==> src/hw/rtl/mps_pkg.sv <==
// Shared types, constants and helpers of the multilevel priority scheduler.
// No dependencies; every other file but mps_ram refers to it by scoped names.
package mps_pkg;

    localparam int LEVELS         = 8;
    localparam int LEVEL_DEPTH    = 16;
    localparam int PRIO_PER_LEVEL = 4;

    localparam int SLOTS   = LEVELS * LEVEL_DEPTH;
    localparam int LVL_W   = $clog2(LEVELS);
    localparam int HEAD_W  = $clog2(LEVEL_DEPTH);
    localparam int CNT_W   = $clog2(LEVEL_DEPTH + 1);
    localparam int ADDR_W  = $clog2(SLOTS);
    localparam int DYN_MAX = 31;

    localparam logic [1:0] OP_ADD      = 2'd0;
    localparam logic [1:0] OP_REQUEUE  = 2'd1;
    localparam logic [1:0] OP_SCHEDULE = 2'd2;

    localparam logic [1:0] ST_OK    = 2'd0;
    localparam logic [1:0] ST_FULL  = 2'd1;
    localparam logic [1:0] ST_EMPTY = 2'd2;

    typedef struct packed {
        logic [7:0] id;
        logic [4:0] base;
        logic [7:0] cpu;
    } entry_t;

    localparam int ENTRY_W = $bits(entry_t);

    typedef struct packed {
        logic capture;
        logic exec;
        logic sweep_step;
        logic pop_read;
        logic pop_take;
        logic out_load;
    } cmd_t;

    typedef struct packed {
        logic sweep_last;
    } stat_t;

    function automatic logic [ADDR_W-1:0] slot_addr(input logic [LVL_W-1:0] lvl,
                                                     input logic [HEAD_W-1:0] slot);
        logic [ADDR_W-1:0] base_addr;
        base_addr = ADDR_W'(lvl) * ADDR_W'(LEVEL_DEPTH);
        return base_addr + ADDR_W'(slot);
    endfunction

endpackage

==> src/hw/rtl/mps_ram.sv <==
// Generic single-write, single-read RAM with registered read data.
// No dependencies.
module mps_ram #(
    parameter int WIDTH = 8,
    parameter int DEPTH = 16
) (
    input  logic                     clk,
    input  logic                     we,
    input  logic [$clog2(DEPTH)-1:0] waddr,
    input  logic [WIDTH-1:0]         wdata,
    input  logic [$clog2(DEPTH)-1:0] raddr,
    output logic [WIDTH-1:0]         rdata
);

    logic [WIDTH-1:0] mem [DEPTH];

    always_ff @(posedge clk)
    begin
        if (we)
        begin
            mem[waddr] <= wdata;
        end
        rdata <= mem[raddr];
    end

endmodule

==> src/hw/rtl/mps_datapath.sv <==
// Datapath: entry RAM, per-level head and count registers, decay sweep, result.
// Depends on mps_pkg and mps_ram.
module mps_datapath (
    input  logic              clk,
    input  logic              rst_n,
    input  mps_pkg::cmd_t     cmd,
    output mps_pkg::stat_t    stat,
    input  logic [1:0]        operation,
    input  logic [7:0]        task_id,
    input  logic [4:0]        base_priority,
    input  logic [4:0]        given_dynamic,
    input  logic [7:0]        cpu_used,
    output logic [1:0]        status,
    output logic              chosen_valid,
    output logic [7:0]        chosen_id,
    output logic [4:0]        chosen_priority,
    output logic [7:0]        chosen_cpu,
    output logic [2:0]        chosen_level
);

    logic [1:0]                  op_reg;
    logic [7:0]                  id_reg;
    logic [4:0]                  base_reg;
    logic [4:0]                  given_reg;
    logic [7:0]                  cpu_reg;

    logic [mps_pkg::HEAD_W-1:0]  heads_reg  [mps_pkg::LEVELS];
    logic [mps_pkg::CNT_W-1:0]   counts_reg [mps_pkg::LEVELS];
    logic [mps_pkg::LEVELS-1:0]  nonempty_reg;

    logic [mps_pkg::ADDR_W-1:0]  idx_reg;
    logic                        wb_pending_reg;
    logic [mps_pkg::ADDR_W-1:0]  wb_addr_reg;
    logic [mps_pkg::LVL_W-1:0]   pop_lvl_reg;
    logic                        pop_found_reg;

    logic [1:0]                  res_status_reg;
    logic                        res_valid_reg;
    mps_pkg::entry_t             res_entry_reg;
    logic [mps_pkg::LVL_W-1:0]   res_lvl_reg;

    logic [7:0]                  dyn_sum;
    logic [4:0]                  dyn;
    logic [4:0]                  lvl_raw;
    logic [mps_pkg::LVL_W-1:0]   enq_lvl;
    logic [mps_pkg::LVL_W-1:0]   sel_lvl;
    logic                        sel_found;
    logic [mps_pkg::LVL_W-1:0]   cur_lvl;
    logic [mps_pkg::HEAD_W-1:0]  cur_head;
    logic [mps_pkg::CNT_W-1:0]   cur_count;
    logic [mps_pkg::CNT_W:0]     tail_sum;
    logic [mps_pkg::HEAD_W-1:0]  tail_slot;
    logic [mps_pkg::HEAD_W-1:0]  head_inc;
    logic                        enq_ok;
    logic                        enq_op;

    logic                        ram_we;
    logic [mps_pkg::ADDR_W-1:0]  ram_waddr;
    mps_pkg::entry_t             ram_wdata;
    logic [mps_pkg::ADDR_W-1:0]  ram_raddr;
    mps_pkg::entry_t             ram_rdata;

    always_comb
    begin
        dyn_sum = 8'(base_reg) + 8'(cpu_reg[7:1]);
        if (op_reg == mps_pkg::OP_ADD)
        begin
            dyn = (given_reg == 5'd0) ? base_reg : given_reg;
        end
        else if (dyn_sum > 8'(mps_pkg::DYN_MAX))
        begin
            dyn = 5'(mps_pkg::DYN_MAX);
        end
        else
        begin
            dyn = dyn_sum[4:0];
        end
        lvl_raw = 5'(dyn / mps_pkg::PRIO_PER_LEVEL);
        if (lvl_raw > 5'(mps_pkg::LEVELS - 1))
        begin
            enq_lvl = mps_pkg::LVL_W'(mps_pkg::LEVELS - 1);
        end
        else
        begin
            enq_lvl = mps_pkg::LVL_W'(lvl_raw);
        end
    end

    always_comb
    begin
        sel_lvl   = '0;
        sel_found = 1'b0;
        for (int l = mps_pkg::LEVELS - 1; l >= 0; l--)
        begin
            if (nonempty_reg[l])
            begin
                sel_lvl   = mps_pkg::LVL_W'(l);
                sel_found = 1'b1;
            end
        end
    end

    always_comb
    begin
        priority if (cmd.pop_read)
        begin
            cur_lvl = sel_lvl;
        end
        else if (cmd.pop_take)
        begin
            cur_lvl = pop_lvl_reg;
        end
        else
        begin
            cur_lvl = enq_lvl;
        end
        cur_head  = heads_reg[cur_lvl];
        cur_count = counts_reg[cur_lvl];
        tail_sum  = (mps_pkg::CNT_W + 1)'(cur_head) + (mps_pkg::CNT_W + 1)'(cur_count);
        if (tail_sum >= (mps_pkg::CNT_W + 1)'(mps_pkg::LEVEL_DEPTH))
        begin
            tail_slot = mps_pkg::HEAD_W'(tail_sum - (mps_pkg::CNT_W + 1)'(mps_pkg::LEVEL_DEPTH));
        end
        else
        begin
            tail_slot = mps_pkg::HEAD_W'(tail_sum);
        end
        if ((mps_pkg::CNT_W + 1)'(cur_head) == (mps_pkg::CNT_W + 1)'(mps_pkg::LEVEL_DEPTH - 1))
        begin
            head_inc = '0;
        end
        else
        begin
            head_inc = cur_head + mps_pkg::HEAD_W'(1);
        end
        enq_op = (op_reg == mps_pkg::OP_ADD) || (op_reg == mps_pkg::OP_REQUEUE);
        enq_ok = cur_count < mps_pkg::CNT_W'(mps_pkg::LEVEL_DEPTH);
    end

    always_comb
    begin
        if (wb_pending_reg)
        begin
            ram_we    = 1'b1;
            ram_waddr = wb_addr_reg;
            ram_wdata = ram_rdata;
            ram_wdata.cpu = {1'b0, ram_rdata.cpu[7:1]};
        end
        else
        begin
            ram_we    = cmd.exec && enq_op && enq_ok;
            ram_waddr = mps_pkg::slot_addr(cur_lvl, tail_slot);
            ram_wdata = '{id: id_reg, base: base_reg, cpu: cpu_reg};
        end
        ram_raddr = cmd.pop_read ? mps_pkg::slot_addr(cur_lvl, cur_head) : idx_reg;
    end

    mps_ram #(
        .WIDTH(mps_pkg::ENTRY_W),
        .DEPTH(mps_pkg::SLOTS)
    ) u_entries (
        .clk  (clk),
        .we   (ram_we),
        .waddr(ram_waddr),
        .wdata(ram_wdata),
        .raddr(ram_raddr),
        .rdata(ram_rdata)
    );

    assign stat.sweep_last = (idx_reg == mps_pkg::ADDR_W'(mps_pkg::SLOTS - 1));

    always_ff @(posedge clk or negedge rst_n)
    begin
        if (!rst_n)
        begin
            for (int l = 0; l < mps_pkg::LEVELS; l++)
            begin
                heads_reg[l]  <= '0;
                counts_reg[l] <= '0;
            end
            nonempty_reg   <= '0;
            wb_pending_reg <= 1'b0;
            idx_reg        <= '0;
        end
        else
        begin
            wb_pending_reg <= cmd.sweep_step;
            if (cmd.capture)
            begin
                idx_reg <= '0;
            end
            else if (cmd.sweep_step && !stat.sweep_last)
            begin
                idx_reg <= idx_reg + mps_pkg::ADDR_W'(1);
            end
            if (cmd.exec && enq_op && enq_ok)
            begin
                counts_reg[cur_lvl]   <= cur_count + mps_pkg::CNT_W'(1);
                nonempty_reg[cur_lvl] <= 1'b1;
            end
            if (cmd.pop_take && pop_found_reg)
            begin
                heads_reg[cur_lvl]  <= head_inc;
                counts_reg[cur_lvl] <= cur_count - mps_pkg::CNT_W'(1);
                if (cur_count == mps_pkg::CNT_W'(1))
                begin
                    nonempty_reg[cur_lvl] <= 1'b0;
                end
            end
        end
    end

    always_ff @(posedge clk)
    begin
        wb_addr_reg <= idx_reg;
        if (cmd.capture)
        begin
            op_reg    <= operation;
            id_reg    <= task_id;
            base_reg  <= base_priority;
            given_reg <= given_dynamic;
            cpu_reg   <= cpu_used;
        end
        if (cmd.pop_read)
        begin
            pop_lvl_reg   <= sel_lvl;
            pop_found_reg <= sel_found;
        end
        if (cmd.exec)
        begin
            res_valid_reg <= 1'b0;
            res_entry_reg <= '0;
            if (enq_op)
            begin
                res_status_reg <= enq_ok ? mps_pkg::ST_OK : mps_pkg::ST_FULL;
                res_lvl_reg    <= cur_lvl;
            end
            else
            begin
                res_status_reg <= mps_pkg::ST_OK;
                res_lvl_reg    <= '0;
            end
        end
        if (cmd.pop_take)
        begin
            if (pop_found_reg)
            begin
                res_status_reg <= mps_pkg::ST_OK;
                res_valid_reg  <= 1'b1;
                res_entry_reg  <= ram_rdata;
                res_lvl_reg    <= pop_lvl_reg;
            end
            else
            begin
                res_status_reg <= mps_pkg::ST_EMPTY;
                res_valid_reg  <= 1'b0;
                res_entry_reg  <= '0;
                res_lvl_reg    <= '0;
            end
        end
        if (cmd.out_load)
        begin
            status          <= res_status_reg;
            chosen_valid    <= res_valid_reg;
            chosen_id       <= res_entry_reg.id;
            chosen_priority <= res_entry_reg.base;
            chosen_cpu      <= res_entry_reg.cpu;
            chosen_level    <= 3'(res_lvl_reg);
        end
    end

endmodule

==> src/hw/rtl/mps_ctrl.sv <==
// Controller: sequences capture, enqueue, decay sweep, pop and result transfer.
// Depends on mps_pkg.
module mps_ctrl (
    input  logic           clk,
    input  logic           rst_n,
    input  logic           in_valid,
    output logic           in_stall,
    input  logic [1:0]     operation,
    output logic           out_valid,
    input  logic           out_stall,
    input  mps_pkg::stat_t stat,
    output mps_pkg::cmd_t  cmd
);

    typedef enum logic [2:0] {
        S_IDLE,
        S_EXEC,
        S_DECAY,
        S_DRAIN,
        S_POP_RD,
        S_POP_DATA,
        S_HOLD
    } state_t;

    state_t state_reg;
    state_t state_next;
    logic   out_valid_reg;
    logic   out_valid_next;
    logic   out_free;

    assign in_stall  = (state_reg != S_IDLE);
    assign out_valid = out_valid_reg;
    assign out_free  = !out_valid_reg || !out_stall;

    always_comb
    begin
        cmd            = '0;
        state_next     = state_reg;
        cmd.capture    = (state_reg == S_IDLE) && in_valid;
        cmd.exec       = (state_reg == S_EXEC);
        cmd.sweep_step = (state_reg == S_DECAY);
        cmd.pop_read   = (state_reg == S_POP_RD);
        cmd.pop_take   = (state_reg == S_POP_DATA);
        cmd.out_load   = (state_reg == S_HOLD) && out_free;
        unique case (state_reg)
            S_IDLE:
            begin
                if (in_valid)
                begin
                    state_next = (operation == mps_pkg::OP_SCHEDULE) ? S_DECAY : S_EXEC;
                end
            end
            S_EXEC:     state_next = S_HOLD;
            S_DECAY:
            begin
                if (stat.sweep_last)
                begin
                    state_next = S_DRAIN;
                end
            end
            S_DRAIN:    state_next = S_POP_RD;
            S_POP_RD:   state_next = S_POP_DATA;
            S_POP_DATA: state_next = S_HOLD;
            S_HOLD:
            begin
                if (out_free)
                begin
                    state_next = S_IDLE;
                end
            end
            default:    state_next = S_IDLE;
        endcase
        out_valid_next = cmd.out_load || (out_valid_reg && out_stall);
    end

    always_ff @(posedge clk or negedge rst_n)
    begin
        if (!rst_n)
        begin
            state_reg     <= S_IDLE;
            out_valid_reg <= 1'b0;
        end
        else
        begin
            state_reg     <= state_next;
            out_valid_reg <= out_valid_next;
        end
    end

endmodule

==> src/hw/rtl/multilevel_priority_scheduler.sv <==
// Multilevel priority scheduler with per-level FIFO ready queues and cpu decay.
// An add or requeue passes through the execute state to the result; a schedule
// first runs the decay sweep, which reads and rewrites every slot of the entry
// RAM through its single read port, and then pops an entry.
// One item is in work at a time; a finished result waits in the output register.
// Depends on mps_pkg, mps_ctrl, mps_datapath and mps_ram.
module multilevel_priority_scheduler (
    input  logic       clk,
    input  logic       rst_n,
    input  logic       in_valid,
    output logic       in_stall,
    input  logic [1:0] operation,
    input  logic [7:0] task_id,
    input  logic [4:0] base_priority,
    input  logic [4:0] given_dynamic,
    input  logic [7:0] cpu_used,
    output logic       out_valid,
    input  logic       out_stall,
    output logic [1:0] status,
    output logic       chosen_valid,
    output logic [7:0] chosen_id,
    output logic [4:0] chosen_priority,
    output logic [7:0] chosen_cpu,
    output logic [2:0] chosen_level
);

    mps_pkg::cmd_t  cmd;
    mps_pkg::stat_t stat;

    mps_ctrl u_ctrl (
        .clk      (clk),
        .rst_n    (rst_n),
        .in_valid (in_valid),
        .in_stall (in_stall),
        .operation(operation),
        .out_valid(out_valid),
        .out_stall(out_stall),
        .stat     (stat),
        .cmd      (cmd)
    );

    mps_datapath u_datapath (
        .clk            (clk),
        .rst_n          (rst_n),
        .cmd            (cmd),
        .stat           (stat),
        .operation      (operation),
        .task_id        (task_id),
        .base_priority  (base_priority),
        .given_dynamic  (given_dynamic),
        .cpu_used       (cpu_used),
        .status         (status),
        .chosen_valid   (chosen_valid),
        .chosen_id      (chosen_id),
        .chosen_priority(chosen_priority),
        .chosen_cpu     (chosen_cpu),
        .chosen_level   (chosen_level)
    );

    a_busy_after_transfer: assert property (@(posedge clk) disable iff (!rst_n)
        in_valid && !in_stall |=> in_stall)
        else $error("input accepted while previous item still in work");

    a_chosen_is_ok: assert property (@(posedge clk) disable iff (!rst_n)
        out_valid && chosen_valid |-> status == mps_pkg::ST_OK)
        else $error("picked task reported with non-ok status");

    a_empty_is_blank: assert property (@(posedge clk) disable iff (!rst_n)
        out_valid && status == mps_pkg::ST_EMPTY |->
            !chosen_valid && chosen_id == 8'd0 && chosen_level == 3'd0)
        else $error("nothing-ready result carries task fields");

endmodule
==> config.mk <==
export PLATFORM = sky130hd
export DESIGN_NAME = multilevel_priority_scheduler
export DESIGN_NICKNAME = d
export VERILOG_FILES = /design/src/hw/rtl/mps_pkg.sv /design/src/hw/rtl/mps_ram.sv /design/src/hw/rtl/mps_datapath.sv /design/src/hw/rtl/mps_ctrl.sv /design/src/hw/rtl/multilevel_priority_scheduler.sv
export SDC_FILE = /design/constraint.sdc
export NUM_CORES = 2
export LEC_CHECK = 0
export ABC_CLOCK_PERIOD_IN_PS = 8300
export BUFFER_PORTS_ARGS = -buffer_cell sky130_fd_sc_hd__buf_2
export CELL_PAD_IN_SITES_DETAIL_PLACEMENT = 1
export CELL_PAD_IN_SITES_GLOBAL_PLACEMENT = 1
export CORE_MARGIN = 4
export CORE_UTILIZATION = 35
export DETAILED_ROUTE_END_ITERATION = 16
export GPL_ROUTABILITY_DRIVEN = 0
export GPL_TIMING_DRIVEN = 0
export PLACE_DENSITY_LB_ADDON = 0.1
export SLEW_MARGIN = 20
export SYNTH_ARGS = -nofsm -noshare
export SYNTH_HDL_FRONTEND = slang
export SYNTH_HIERARCHICAL = 1
export SYNTH_SLANG_ARGS = --single-unit
==> constraint.sdc <==
create_clock -name clk -period 8.3 [get_ports clk]
set_clock_uncertainty 0.1 [all_clocks]
set_input_delay 1.66 -clock clk [delete_from_list [all_inputs] [get_ports clk]]
set_output_delay 1.66 -clock clk [all_outputs]
set_load 0.05 [all_outputs]
Word-level counts from Yosys, hierarchy flattened --
Memories as Yosys holds them, arrays and structs flattened. A register that Yosys moved wholly into a read port is not among the register bits. Cells that the tools add are included.
Word-level totals: input port bits 32, memories 1, bits in writable memories 2688, output and inout port bits 29, word-level logic and storage cells 166, register bits 185
Memories:
- u_datapath.u_entries.mem | depth 128, width 21, read ports 1, clocked after Yosys merged registers in 1, wr ports 1, line mps_ram.sv:15 | logic [WIDTH-1:0] mem [DEPTH];
Operators by class: multiplexer cells 65, $add $sub $neg 9, $lt $le $gt $ge 8, reduce and logical (&&, ||, !) cells 24, bitwise gates (word level) 4, equality and inequality tests 14
Operator list (number):
- $mux W21 | 4
- $bwmux W40 | 2
- $mux W40 | 2
- $mux W3 | 18
- $bwmux W32 | 1
- $mux W5 | 6
- $mux W7 | 4
- $mux W8 | 3
- $mux W4 | 5
- $pmux W3 S6 | 1
- $bmux W5 S3 | 1
- $demux W5 S3 | 1
- $add A7 B4 Y7 | 2
- $bmux W4 S3 | 1
- $demux W4 S3 | 1
- $mux W2 | 5
- $eq A3 B3 Y1 const B | 3
- $logic_and A1 B1 Y1 | 9
- $mux W1 | 9
- $add A5 B7 Y8 | 1
- $and A8 B8 Y8 | 1
- $gt A8 B5 Y1 const B | 1
- $not A8 Y8 | 1
- $or A8 B8 Y8 | 1
- 34 further kinds | 41

Depth between registers and ports, before layout --
word-level depth 19, depth in mapped cells 23, depth with buffers taken out 20

Hierarchy --
Netlist, hierarchy kept.
Modules (own cells, without submodules):
- mps_ram | cells each 3995, instances 1, area an instance 102881.2 um2, sequential area each 81137.8 um2
- mps_datapath | cells each 703, instances 1, area an instance 8552.0 um2, sequential area each 4924.7 um2
- mps_ctrl | cells each 29, instances 1, area an instance 252.7 um2, sequential area each 100.1 um2

Worst setup path before layout --
Ideal clock, no wire load.
path type reg-to-reg, from register u_datapath.wb_pending_reg, to memory u_datapath/u_entries/mem[0][2] (netlist name) (data pin), setup time 1.197 ns, path slack 1.246 ns, period minus slack after synthesis 7.054 ns, arrival 5.757 ns, data required time 7.003 ns, stages on the path, launching flop included 4, buffers on the path 2, cells stage by stage dfrtp_1 > clkbuf_1 > clkbuf_1 > o21ai_0
RTL lines:
- start: declaration | line mps_datapath.sv:32 | logic wb_pending_reg;
- start signal: assignment | line mps_datapath.sv:187 | wb_pending_reg <= cmd.sweep_step;
- end: declaration | line mps_ram.sv:15

Worst setup path in the final report --
from register u_datapath.base_reg[0], to memory u_datapath/u_entries/mem[25][7] (netlist name), enable pin
On the way: cells in the longest elaborated chain, start to end 17, elaborated cells on any way between the ends 26, those cells by class 4 x add/sub; 4 x order compare; 16 x mux; 1 x bitwise; 1 x reduce/logical
RTL lines:
- start: declaration | line mps_datapath.sv:23 | logic [4:0] base_reg;
- start signal: assignment | line mps_datapath.sv:220 | base_reg <= base_priority;
- $add A5 B7 Y8 * | line mps_datapath.sv:65 | dyn_sum = 8'(base_reg) + 8'(cpu_reg[7:1]);
- $gt A8 B5 Y1 | line mps_datapath.sv:70 | else if (dyn_sum > 8'(mps_pkg::DYN_MAX))
- $mux W5 * | line mps_datapath.sv:70
- $mux W5 * | line mps_datapath.sv:66 | if (op_reg == mps_pkg::OP_ADD)
- $gt A3 B3 Y1 | line mps_datapath.sv:79 | if (lvl_raw > 5'(mps_pkg::LEVELS - 1))
- $mux W3 * | line mps_datapath.sv:79
- $mux W3 * | line mps_datapath.sv:109 | else if (cmd.pop_take)
- $mux W3 * | line mps_datapath.sv:105 | priority if (cmd.pop_read)
- $not A3 Y4 (not written as such) * | line mps_datapath.sv:117, mps_datapath.sv:118
- $bmux W4 S3 or $bmux W5 S3 (tied branches) | line mps_datapath.sv:117, mps_datapath.sv:118
- $mux W4 (not written as such) or $mux W5 (tied branches) (2 in series) | line mps_datapath.sv:117, mps_datapath.sv:118
- $add A4 B5 Y6 * | line mps_datapath.sv:119 | tail_sum = (mps_pkg::CNT_W + 1)'(cur_head) + (mps_pkg::CNT_W + 1)'(cur_count);
- $ge A6 B5 Y1 or $sub A4 B1 Y4 (tied branches) | line mps_datapath.sv:120, mps_datapath.sv:122
- $mux W4 * | line mps_datapath.sv:120 | if (tail_sum >= (mps_pkg::CNT_W + 1)'(mps_pkg::LEVEL_DEPTH))
- $add A7 B4 Y7 * | line mps_pkg.sv:49 | return base_addr + ADDR_W'(slot);
- $mux W7 * | line mps_datapath.sv:142 | if (wb_pending_reg)
- named net u_datapath.ram_waddr (one bit) | line mps_datapath.sv:58 | logic [mps_pkg::ADDR_W-1:0] ram_waddr;
Mark *: on every way through the listed nets, which the timed path passes. The rest lies on a longest branch. The select of a mux whose other input is x is not followed.

==> impl_metrics.ini <==
[flow_run]
drv_cap = 0

[sta]
rsz0062_at_grt = false
period_share_pct = 96.9
relSlewSlack_pct = 24.3
timing.fmax_mhz = 124
setup_ws_ns = 0.259
slew_viol_final = 0
final_hold_viol_count = 0
layout_min_cycle_time_ns = 8.04
tightest_slew_ns = 1.14
finalSetupViolations = 0

[layout]
syn2layout_area_growth_pct = 19.5
drive_gt1_share_pct = 35.8
fillers = 28900
largest_reg_flops = 2688
final_nets = 5387

[grt]
grt.busiest_layer = met2
grt_max_degree = 129
antenna_found_initial = 57
grt_pass1_vias = 56000
grt_use_total_pct = 20.5
grt_use_met2_pct = 33.2
grt-ovfl-total = 0
grt_use_met3_pct = 3.64
grt_pass1_wl_mm = 473
gr-usage-met1_pct = 29.2

[detailed_routing]
antenna_left = 0
wl_per_cell_um = 34.8
dr.first_iter.drc_count = 6069
dr.pass1.iters = 6
viasPerCell = 5.48
drc = 0
routed_wl_mm = 340
dr_total_vias = 53600

[synth]
synth-seq-area-share_pct = 77.1
syn_area_per_cell_sq_um = 23.6
synth_cells = 4727
synth_edf_count = 2774
yosysMostFrequentCell = edfxtp_1
synth_nets = 4774
yosys_warnings = 6
synth.distinct_cells = 84
synth_flop_cell = edfxtp_1
synthArstFlopShare_pct = 3.18
synth_area_leader_cell = edfxtp_1
netlist.area_leader.share_pct = 74.6
synthTopCellsByArea = edfxtp_1 (75%), mux4_2 (18%), dfrtp_1 (2.1%)
synth.top_cells.by_count = edfxtp_1 (2774), mux4_2 (882), nor2_1 (182)
synthesis.area_sq_um = 112000
synth_seq_cells = 2894

[worst_setup_path]
cp.required_ns = 8.78
crit_type = reg2reg
endpoint_kind = flop
reg2reg_slack_ns = 0.26
start_kind = flop
worstPathArrival_ns = 8.52
critPathMaxFanout = 12

[clocking]
cts.sinks = 2894
clkLatencyLatePin_ns = 0.89
cts_made_buffers = 325
root_buffer = clkbuf_16
clkSlewWorstSetupHoldPaths_ns = 0.06
htree_num_levels = 5
cts_buffer_depth = 4
cts_tree = done

[die]
initial_core_util_pct = 35.1
die_w_um = 573
die_h_um = 573
io_pins = 61
die_area_sq_um = 328000
core_sq_um = 318000
rows = 207

[worst_hold_path]
min_path_type = reg2reg

[placement]
hpwl_mm = 236
port_buffers = 60
post-place-ws_ns = -1.23

[run_status]
status = finished clean
path summary, 6_finish.rpt:
path	cells after the start	end	startpoint
min in group asynchronous	1	u_ctrl/out_valid	rst_n
max in group asynchronous	2	u_datapath/heads_reg[21]	rst_n
max reg2reg	23	u_datapath/u_entries/mem[25][7]	u_datapath/base_reg[0]
min reg2reg	0	u_datapath/wb_addr_reg[4]	u_datapath/idx_reg[4]
min	0	u_datapath/wb_addr_reg[4]	u_datapath/idx_reg[4]
max	23	u_datapath/u_entries/mem[25][7]	u_datapath/base_reg[0]
cell type report:
class	count	area, sq um	area share, %
Sequential cell	2894	86200	64.5
Multi-Input combinational cell	1562	25600	19.2
Clock buffer	412	8680	6.50
Tap cell	4180	5230	3.92
Timing Repair Buffer	287	4930	3.70
Clock inverter	161	1480	1.11
Buffer	249	1280	0.958
Inverter	21	78.8	0.0590
Antenna cell	10	25.0	0.0187
cell families after synthesis:
kind of cell	Yosys count	share of synthesized area, %
flip-flops	2894	77.1
XOR/XNOR	10	0.0784
AND/OR/NAND/NOR	386	1.66
buffers and inverters	271	1.10
AO/OA/AOI/OAI	186	1.22
adder cells (fa/ha/maj)	15	0.181
multiplexers	965	18.6
worst max-delay path: stages (launching register included):
cell and delay (ns):
edfxtp_1 0.38, ha_1 0.25, inv_1 0.07, fa_1 0.40
nand2b_1 0.19, nor4bb_1 0.17, mux2i_2 0.32, buf_2 0.30
a2bb2oi_2 0.29, buf_2 0.36, buf_4 0.29, nor2_1 0.13
a32o_1 0.31, nor2_2 0.21, buf_2 0.33, ha_1 0.25
fa_1 0.49, mux2_2 0.42, clkbuf_1 0.26, nor2_1 0.24
nand3_1 0.49, clkbuf_4 0.57, nor2_4 0.59, buf_16 0.23
metrics by stage:
| stage | util [%] | hold slack, ns | TNS [ns] | cell area, sq um | std cells |
|---|---|---|---|---|---|
| finish | 42.0 | 0.310 | 0 | 134000 | 9776 |
| global route | 42.0 | 0.326 | 0 | 133000 | 9768 |
| CTS | 41.9 | 0.313 | 0 | 133000 | 9755 |
| detailed placement | 38.7 | 0.300 | -1747.25 | 123000 | 9173 |
| global placement | 36.9 | 0.304 | -8710.12 | 117000 | 8967 |
| floorplan | - | 0.268 | 0 | 112000 | 4727 |
cells in the final DEF, fill, tap and decap left out, types with 10 or more instances in the layout:
cell type / instances
nor3_2: 13
clkinv_1: 73
a21oi_1: 61
and3_1: 24
buf_2: 135
clkbuf_2: 41
clkbuf_16: 335
nand2_1: 64
diode_2: 10
o21ai_0: 12
buf_6: 21
buf_12: 89
clkbuf_4: 15
nand2b_1: 11
inv_1: 18
dfxtp_1: 28
clkbuf_1: 168
mux2_8: 18
edfxtp_1: 2774
nor2_1: 62
buf_16: 90
nand3_1: 17
nor2_4: 120
bufinv_16: 22
a21oi_2: 10
o32ai_1: 14
mux2_2: 52
clkinv_2: 44
dfrtp_1: 92
mux2i_1: 11
buf_4: 46
ha_1: 13
nor2b_1: 10
mux4_2: 882
per-layer routing:
metal / up-vias / wire [um]
met5: - / 0
met4: 0 / 7620
met3: 383 / 20600
met2: 1623 / 163000
met1: 30000 / 148000
li1: 21600 / -
timing repair:
action / 4_1_cts / 5_1_grt
endpoints found under the setup margin: 2688 / 772
resized for setup: 23 / 55
hold buffers: 0 / 0
buffers inserted: 9 / 12
pin swaps: 6 / 9
Power is left out: the tool's default activity adds up to more than one toggle a clock period on the data nets, which glitch-free logic cannot reach.
